[src/rtl/assert_macros.svh]
// ---------------------------------------------------------------------------
// Assertion macros
// Concurrent assertion wrappers; they compile to nothing when SYNTH is set.
// ---------------------------------------------------------------------------
`ifndef ASSERT_MACROS_SVH
`define ASSERT_MACROS_SVH
`ifndef SYNTH
`define ASSERT_IMPLIES(label, clk, rst_n, a, b) \
    label: assert property (@(posedge clk) disable iff (!(rst_n)) (a) |-> (b)) \
        else $error("assertion failed");
`define ASSERT_NEXT(label, clk, rst_n, a, b) \
    label: assert property (@(posedge clk) disable iff (!(rst_n)) (a) |=> (b)) \
        else $error("assertion failed");
`else
`define ASSERT_IMPLIES(label, clk, rst_n, a, b)
`define ASSERT_NEXT(label, clk, rst_n, a, b)
`endif
`endif

[src/rtl/lcdnw_pkg.sv]
// ---------------------------------------------------------------------------
// LCD nibble writer package
// Transaction types, operation codes and byte constants for the LCD writer.
// ---------------------------------------------------------------------------
package lcdnw_pkg;

    localparam logic [2:0] CMD_BYTE   = 3'd0;
    localparam logic [2:0] CMD_CHAR   = 3'd1;
    localparam logic [2:0] CMD_CURSOR = 3'd2;
    localparam logic [2:0] CMD_NUMBER = 3'd3;
    localparam logic [2:0] CMD_CLEAR  = 3'd4;
    localparam logic [2:0] CMD_INIT   = 3'd5;

    localparam logic [7:0] SPACE_CHAR = 8'h20;
    localparam logic [7:0] DIGIT_BASE = 8'h30;

    localparam logic [7:0] INIT_SEQ [4] = '{8'h02, 8'h28, 8'h0C, 8'h06};
    localparam logic [7:0] ROW_BASE [4] = '{8'h80, 8'hC0, 8'h90, 8'hD0};

    typedef struct packed {
        logic [2:0]  cmd;
        logic [7:0]  byte_value;
        logic [3:0]  column;
        logic [1:0]  row;
        logic [31:0] number;
    } t_lcd_in;

    typedef struct packed {
        logic       register_select;
        logic [3:0] nibble;
        logic       last_of_run;
    } t_lcd_out;

    // Status of the decimal converter as seen by the sequencer.
    typedef struct packed {
        logic       ready;
        logic       last;
        logic [3:0] digit;
    } t_bcd_status;

endpackage

[src/rtl/char_lcd_nibble_writer_core.sv]
// ---------------------------------------------------------------------------
// Character LCD nibble writer
// Turns LCD operations into a run of 4-bit bus transfers, high nibble first.
// ---------------------------------------------------------------------------
// Channel   Direction  Handshake             Payload
// item      in         start & !busy         i_item   (lcdnw_pkg::t_lcd_in)
// nibble    out        o_strobe, one cycle   o_result (lcdnw_pkg::t_lcd_out)
//
// A byte operation holds busy while it sends two nibbles per byte, one nibble per cycle.
// A number holds busy through a bit-serial conversion of min(NUMBER_BITS,32) bits,
// a skip of leading zero digits, then two nibbles per digit.
// Every nibble is registered and strobed in the cycle after it is formed, so the
// last one is on the port in the same cycle that busy falls, and the next
// transaction can be accepted at the edge that ends that cycle.
// Reset is synchronous and returns the block to idle; the receiver cannot stall.
// ---------------------------------------------------------------------------
`include "assert_macros.svh"

module char_lcd_nibble_writer_core #(
    parameter int ROW_COLUMNS = 16,
    parameter int NUMBER_BITS = 32
) (
    input  logic                i_clk,
    input  logic                i_rst_n,
    input  logic                start,
    input  lcdnw_pkg::t_lcd_in  i_item,
    output logic                busy,
    output logic                o_strobe,
    output lcdnw_pkg::t_lcd_out o_result
);
    import lcdnw_pkg::*;

    localparam int CONV_BITS = (NUMBER_BITS < 32) ? NUMBER_BITS : 32;
    localparam int NDIG      = (CONV_BITS * 30103) / 100000 + 1;
    localparam int IDX_W     = $clog2(ROW_COLUMNS + 1);

    localparam logic [1:0] S_IDLE   = 2'd0;
    localparam logic [1:0] S_BYTES  = 2'd1;
    localparam logic [1:0] S_DIGITS = 2'd2;

    logic [1:0]       r_state, n_state;
    logic [2:0]       r_op, n_op;
    logic [7:0]       r_byte, n_byte;
    logic [3:0]       r_col, n_col;
    logic [1:0]       r_row, n_row;
    logic [IDX_W-1:0] r_idx, n_idx;
    logic             r_half, n_half;
    logic             r_strobe, n_strobe;
    t_lcd_out         r_res, n_res;

    logic             w_accept;
    logic             w_bcd_start;
    logic             w_bcd_next;
    t_bcd_status      w_bcd;
    logic             w_rs;
    logic [7:0]       w_cur;
    logic [IDX_W-1:0] w_last_idx;
    logic             w_last;

    assign busy     = (r_state != S_IDLE);
    assign w_accept = start && !busy;

    // Byte and register select for the current step of a byte operation.
    always_comb begin
        w_rs       = 1'b0;
        w_cur      = r_byte;
        w_last_idx = '0;
        unique case (r_op)
            CMD_CHAR:   w_rs = 1'b1;
            CMD_CURSOR: w_cur = ROW_BASE[r_row] | {4'd0, r_col};
            CMD_CLEAR: begin
                w_last_idx = IDX_W'(ROW_COLUMNS);
                if (r_idx != '0) begin
                    w_rs  = 1'b1;
                    w_cur = SPACE_CHAR;
                end else begin
                    w_cur = ROW_BASE[r_row];
                end
            end
            CMD_INIT: begin
                w_last_idx = IDX_W'(3);
                w_cur      = INIT_SEQ[r_idx[1:0]];
            end
            default: ;
        endcase
    end

    assign w_last = r_half && (r_idx == w_last_idx);

    always_comb begin
        n_state     = r_state;
        n_op        = r_op;
        n_byte      = r_byte;
        n_col       = r_col;
        n_row       = r_row;
        n_idx       = r_idx;
        n_half      = r_half;
        n_strobe    = 1'b0;
        n_res       = r_res;
        w_bcd_start = 1'b0;
        w_bcd_next  = 1'b0;
        unique case (r_state)
            S_IDLE: begin
                n_op   = i_item.cmd;
                n_byte = i_item.byte_value;
                n_col  = i_item.column;
                n_row  = i_item.row;
                n_idx  = '0;
                n_half = 1'b0;
                if (w_accept) begin
                    unique case (i_item.cmd)
                        CMD_BYTE, CMD_CHAR, CMD_CURSOR, CMD_CLEAR, CMD_INIT:
                            n_state = S_BYTES;
                        CMD_NUMBER: begin
                            n_state     = S_DIGITS;
                            w_bcd_start = 1'b1;
                        end
                        default: ;
                    endcase
                end
            end
            S_BYTES: begin
                n_strobe              = 1'b1;
                n_res.register_select = w_rs;
                n_res.nibble          = r_half ? w_cur[3:0] : w_cur[7:4];
                n_res.last_of_run     = w_last;
                n_half                = !r_half;
                if (r_half) begin
                    n_idx = r_idx + 1'b1;
                end
                if (w_last) begin
                    n_state = S_IDLE;
                end
            end
            S_DIGITS: begin
                if (w_bcd.ready) begin
                    n_strobe              = 1'b1;
                    n_res.register_select = 1'b1;
                    n_res.nibble          = r_half ? w_bcd.digit : DIGIT_BASE[7:4];
                    n_res.last_of_run     = r_half && w_bcd.last;
                    n_half                = !r_half;
                    w_bcd_next            = r_half;
                    if (r_half && w_bcd.last) begin
                        n_state = S_IDLE;
                    end
                end
            end
            default: n_state = S_IDLE;
        endcase
    end

    always_ff @(posedge i_clk) begin
        if (!i_rst_n) begin
            r_state  <= S_IDLE;
            r_strobe <= 1'b0;
        end else begin
            r_state  <= n_state;
            r_strobe <= n_strobe;
        end
        r_op   <= n_op;
        r_byte <= n_byte;
        r_col  <= n_col;
        r_row  <= n_row;
        r_idx  <= n_idx;
        r_half <= n_half;
        r_res  <= n_res;
    end

    lcdnw_bcd #(
        .CONV_BITS (CONV_BITS),
        .NDIG      (NDIG)
    ) u_bcd (
        .i_clk    (i_clk),
        .i_rst_n  (i_rst_n),
        .i_start  (w_bcd_start),
        .i_value  (i_item.number[CONV_BITS-1:0]),
        .i_next   (w_bcd_next),
        .o_status (w_bcd)
    );

    assign o_strobe = r_strobe;
    assign o_result = r_res;

    `ASSERT_IMPLIES(a_last_frees, i_clk, i_rst_n, o_strobe && o_result.last_of_run, !busy)
    `ASSERT_IMPLIES(a_next_ready, i_clk, i_rst_n, w_bcd_next, w_bcd.ready)
    `ASSERT_IMPLIES(a_idle_conv, i_clk, i_rst_n, !busy, !w_bcd.ready)
    `ASSERT_IMPLIES(a_first_out, i_clk, i_rst_n, w_accept && (i_item.cmd == CMD_BYTE), ##2 o_strobe)

endmodule

[src/rtl/lcdnw_bcd.sv]
// ---------------------------------------------------------------------------
// LCD writer decimal converter
// Bit-serial binary to BCD conversion, leading zero skip and digit shift-out.
// ---------------------------------------------------------------------------
module lcdnw_bcd #(
    parameter int CONV_BITS = 32,
    parameter int NDIG      = 10
) (
    input  logic                   i_clk,
    input  logic                   i_rst_n,
    input  logic                   i_start,
    input  logic [CONV_BITS-1:0]   i_value,
    input  logic                   i_next,
    output lcdnw_pkg::t_bcd_status o_status
);
    import lcdnw_pkg::*;

    localparam int CW = $clog2(CONV_BITS + 1);
    localparam int LW = $clog2(NDIG + 1);
    localparam int BW = NDIG * 4;

    localparam logic [1:0] B_IDLE   = 2'd0;
    localparam logic [1:0] B_DABBLE = 2'd1;
    localparam logic [1:0] B_SKIP   = 2'd2;
    localparam logic [1:0] B_READY  = 2'd3;

    logic [1:0]           r_bst, n_bst;
    logic [CONV_BITS-1:0] r_bin, n_bin;
    logic [BW-1:0]        r_bcd, n_bcd;
    logic [CW-1:0]        r_cnt, n_cnt;
    logic [LW-1:0]        r_left, n_left;
    logic [BW-1:0]        w_adj;
    logic [3:0]           w_top;

    assign w_top = r_bcd[BW-1 -: 4];

    // Add three to every digit of five or more before each shift.
    always_comb begin
        for (int k = 0; k < NDIG; k++) begin
            w_adj[4*k +: 4] = (r_bcd[4*k +: 4] >= 4'd5) ? r_bcd[4*k +: 4] + 4'd3
                                                        : r_bcd[4*k +: 4];
        end
    end

    always_comb begin
        n_bst  = r_bst;
        n_bin  = r_bin;
        n_bcd  = r_bcd;
        n_cnt  = r_cnt;
        n_left = r_left;
        unique case (r_bst)
            B_IDLE: begin
                if (i_start) begin
                    n_bst  = B_DABBLE;
                    n_bin  = i_value;
                    n_bcd  = '0;
                    n_cnt  = CW'(CONV_BITS);
                    n_left = LW'(NDIG);
                end
            end
            B_DABBLE: begin
                n_bcd = {w_adj[BW-2:0], r_bin[CONV_BITS-1]};
                n_bin = r_bin << 1;
                n_cnt = r_cnt - 1'b1;
                if (r_cnt == CW'(1)) begin
                    n_bst = B_SKIP;
                end
            end
            B_SKIP: begin
                // The lowest digit is always kept, so zero prints one digit.
                if (w_top == 4'd0 && r_left > LW'(1)) begin
                    n_bcd  = r_bcd << 4;
                    n_left = r_left - 1'b1;
                end else begin
                    n_bst = B_READY;
                end
            end
            B_READY: begin
                if (i_next) begin
                    n_bcd  = r_bcd << 4;
                    n_left = r_left - 1'b1;
                    if (r_left == LW'(1)) begin
                        n_bst = B_IDLE;
                    end
                end
            end
            default: n_bst = B_IDLE;
        endcase
    end

    always_ff @(posedge i_clk) begin
        if (!i_rst_n) begin
            r_bst <= B_IDLE;
        end else begin
            r_bst <= n_bst;
        end
        r_bin  <= n_bin;
        r_bcd  <= n_bcd;
        r_cnt  <= n_cnt;
        r_left <= n_left;
    end

    assign o_status.ready = (r_bst == B_READY);
    assign o_status.last  = (r_left == LW'(1));
    assign o_status.digit = w_top;

endmodule
[config.mk]
export PLATFORM = sky130hd
export DESIGN_NAME = char_lcd_nibble_writer_core
export DESIGN_NICKNAME = d
export VERILOG_FILES = /design/src/rtl/lcdnw_pkg.sv /design/src/rtl/char_lcd_nibble_writer_core.sv /design/src/rtl/lcdnw_bcd.sv
export VERILOG_INCLUDE_DIRS = /design/src /design/src/rtl
export SDC_FILE = /design/constraint.sdc
export NUM_CORES = 1
export LEC_CHECK = 0
export BUFFER_PORTS_ARGS = -buffer_cell sky130_fd_sc_hd__buf_2
export CORE_MARGIN = 2
export CORE_UTILIZATION = 40
export CTS_BUF_LIST = sky130_fd_sc_hd__clkbuf_4 sky130_fd_sc_hd__clkbuf_8 sky130_fd_sc_hd__clkbuf_16
export DETAILED_ROUTE_END_ITERATION = 7
export PLACE_DENSITY = 0.59
export SYNTH_ARGS = -nofsm -noshare
export SYNTH_HDL_FRONTEND = slang
export SYNTH_SLANG_ARGS = --single-unit
[constraint.sdc]
create_clock -name i_clk -period 5.55 [get_ports i_clk]
set_clock_uncertainty 0.05 [all_clocks]
set_input_delay 0.555 -clock i_clk [delete_from_list [all_inputs] [get_ports i_clk]]
set_output_delay 0.555 -clock i_clk [all_outputs]
set_load 0.01 [all_outputs]
==> results.md <==
- Mapped Area: 6340 µm²
- DR WL/cell: 14.9 µm
- Yosys warns: 0
- Port Buffers: 59
- PwrDens: 495 nW/µm²
- Net switching power: 1.21 mW
- Fill count: 1419
- GRT overflow: 0
- Slowest-stage cell, CP: ha_1
- Final hold slack: 268 ps
- Vias per cell: 5.13
- GRT Resource Usage Total: 0.154
- Starting density of the core: 0.403
- I/O pins: 60
- DIE AREA: 16900 µm²
- Post-synth cell types: 54
- Max-cap violations: 0
- Worst setup path category: reg -> reg
- Post_cts resized: 0
- Final Hold Viols: 0
- Cts bufs inserted: 17
- Post-Place Cells: 802
- Syn_nets: 634
- Cell family with most CP delay: compound AO/OA/AOI/OAI gates
- CP max stage delay: 720 ps
- Vias in the first global route: 4286
- DP Area: 6850 µm²
- Setup WS post-layout: 2350 ps
- Drt first pass iters: 4
- Min-delay worst type: in -> reg
- Synthesized area per cell: 11.6 µm²
- HPWL Detailed: 8200 µm
- Final Max Tran Viols: 0
- Die width: 130 µm
- Critical path arrival: 3230 ps
- Clock share of power: 0.303
- Die height: 130 µm
- Fmax: 312 MHz
- Top FF cell, synth: edfxtp_1
- ANT nets after route: 0
- Startpoint Class: flip-flop
- # Post-CTS Setup Buffers: 0
- Required @ worst endpoint: 5580 ps
- Unrepaired setup endpoints after global routing: no
- Sequential area share after synthesis: 0.542
- Finish-stage setup viols: 0
- FFs w/ async S/R, synth: 0
- Worst vdd ir: 0.000258 V
- Final min period: 3200 ps
- Total Power: 3.68 mW
- Combinational Power Share: 0.301
- Final Cycle Share: 0.577
- Worst-path clk slew: 50 ps
- Bufs and invs on worst path: 2
- Antenna diode count: 0
- Util after Layout: 0.474
- Leakage: 2.70 nW
- Clock buffer depth: 2
- Mapped Cells: 546
- Layout Cells excl Fill: 832
- Nets: 693
- Outcome: complete, no violations
- WL final: 12400 µm
- Iter 0 DRT Violations: 259
- Finished Cell Area: 7440 µm²
- CTS root buffer: clkbuf_16
- Net Sw Frac: 0.328
- Synth Register Bits: 116
- Largest net degree at the start of global routing: 61
- Int Pwr: 2.47 mW
- Worst skew pair latency: 420 ps
- Crit-path cells: inv_1 > ha_1 > and4b_1 > nand2_1 > a22oi_1 > a21boi_4 > buf_4
- Worst-Margin Slew: 1160 ps
- DRC Markers: 0
- Initial antenna violation count: 0
- First-pass GRT wire length: 20400 µm
- Seq pwr share: 0.396
- Max Fanout on Critical Path: 26
- Core area: 15700 µm²
- Via Count: 4269
- Final RePlAce weighted congestion: 0.905
- CTS H-tree depth: 4
- DP Worst Slack: 2270 ps
- CTS Hold Bufs: 0
- EDFF count, synth: 111
- CTS tree: done
- Setup_tns: 0 ps
- Setup crit end kind: flip-flop
- Share of cells above drive strength 1: 0.219
- Clk sinks: 116
- Slew margin rel.: 0.226
- Num rows: 46
- Layout area overhead: 17.4%
## layer usage
metal,part of all wire,wire (µm),up-vias,GRT usage
met2,0.48,5970,91,0.254
met5,0,0,-,0
li1,-,-,2104,-
met1,0.45,5600,2057,0.190
met4,0.017,211,0,0.0595
met3,0.046,573,17,0.0467
## worst paths after layout
path,startpoint,end,slack (ps),cells after the start
hold reg to reg,r_state[1],r_state[1],450,2
hold / removal,i_item[45],r_byte[7],270,1
setup / recovery,r_state[0],u_bcd.r_bcd[32],2350,7
setup reg to reg,r_state[0],u_bcd.r_bcd[32],2350,7
## area by class of cell
| cell class | instances | area [µm²] | area share |
|---|---|---|---|
| Multi-Input combinational cell | 369 | 2680 | 0.360 |
| Timing Repair Buffer | 62 | 318 | 0.0427 |
| Clock buffer | 18 | 433 | 0.0582 |
| Inverter | 39 | 146 | 0.0197 |
| Sequential cell | 116 | 3430 | 0.461 |
| Tap cell | 216 | 270 | 0.0363 |
| Clock inverter | 12 | 164 | 0.0220 |
## synth_stat cells (2+ instances only)
| master | n | area [µm²] |
|---|---|---|
| nor3_1 | 3 | 15.0 |
| and2_1 | 2 | 12.5 |
| edfxtp_1 | 111 | 3330 |
| a2bb2oi_1 | 9 | 78.8 |
| nor2b_1 | 5 | 31.3 |
| nor2_2 | 2 | 12.5 |
| o22ai_1 | 2 | 12.5 |
| inv_1 | 38 | 143 |
| buf_2 | 8 | 40.0 |
| nor4_1 | 2 | 12.5 |
| a21oi_1 | 32 | 160 |
| nor3b_2 | 2 | 25.0 |
| o21ai_0 | 18 | 90.1 |
| a22oi_1 | 11 | 82.6 |
| nor3b_1 | 9 | 67.6 |
| nand3_1 | 5 | 25.0 |
| xor2_1 | 4 | 35.0 |
| dfxtp_1 | 5 | 100 |
| and3_1 | 2 | 12.5 |
| ha_1 | 36 | 450 |
| a21o_1 | 8 | 60.1 |
| a32oi_1 | 9 | 78.8 |
| o211ai_1 | 11 | 82.6 |
| o31ai_1 | 2 | 15.0 |
| nand3b_1 | 3 | 22.5 |
| clkbuf_1 | 11 | 41.3 |
| mux2_2 | 31 | 349 |
| nand2b_1 | 17 | 106 |
| mux2i_1 | 5 | 50.1 |
| a221oi_1 | 2 | 17.5 |
| nand2_1 | 40 | 150 |
| a31o_2 | 2 | 17.5 |
| nor2_1 | 55 | 206 |
| xnor2_1 | 23 | 201 |
| a21oi_2 | 2 | 17.5 |
## cell families (layout without fill, tap and decap cells)
logic type	count (synthesis)	after routing	share of synthesized area
xor gates and xnor gates	27	27	0.0373
AOI/OAI and AO/OA	119	119	0.132
DFF	116	116	0.542
buffers and inverters	61	131	0.0395
adders and majority gates	36	36	0.0710
and+or+nand+nor	151	151	0.116
muxes	36	36	0.0630
## registers in the layout, indices dropped and copies added (netlist names), 2 cells and up
register      cells
r_op              3
r_byte            8
u_bcd.r_bst       2
u_bcd.r_cnt       6
u_bcd.r_left      4
o_result          6
u_bcd.r_bcd      40
r_state           2
r_idx             5
r_row             2
u_bcd.r_bin      32
r_col             4
## placed cells by master (no fill, tap or decap), types with 4 or more instances in the layout
cell type / Yosys / routed
a22oi_1: 11 / 11
a21oi_1: 32 / 32
a21o_1: 8 / 8
nor2b_1: 5 / 5
mux2_2: 31 / 31
o211ai_1: 11 / 11
a2bb2oi_1: 9 / 9
a32oi_1: 9 / 9
clkinv_1: 1 / 5
xor2_1: 4 / 4
clkbuf_16: 0 / 17
o21ai_0: 18 / 17
dfxtp_1: 5 / 5
bufinv_16: 0 / 4
buf_2: 8 / 59
mux2i_1: 5 / 5
nor2_1: 55 / 55
edfxtp_1: 111 / 111
nor3b_1: 9 / 9
inv_1: 38 / 38
nand2b_1: 17 / 17
xnor2_1: 23 / 23
nand2_1: 40 / 40
ha_1: 36 / 35
nand3_1: 5 / 5
## power groups by stage
stage	sequential, mW	combinational [mW]	clock [mW]
after floorplan	1.42	0.881	0
after global placement	1.46	1.08	0
after detailed placement	1.47	1.12	0
after CTS	1.46	1.12	1.14
after global routing	1.49	1.24	1.18
final	1.46	1.11	1.12
(Power assumes the default switching activity.)
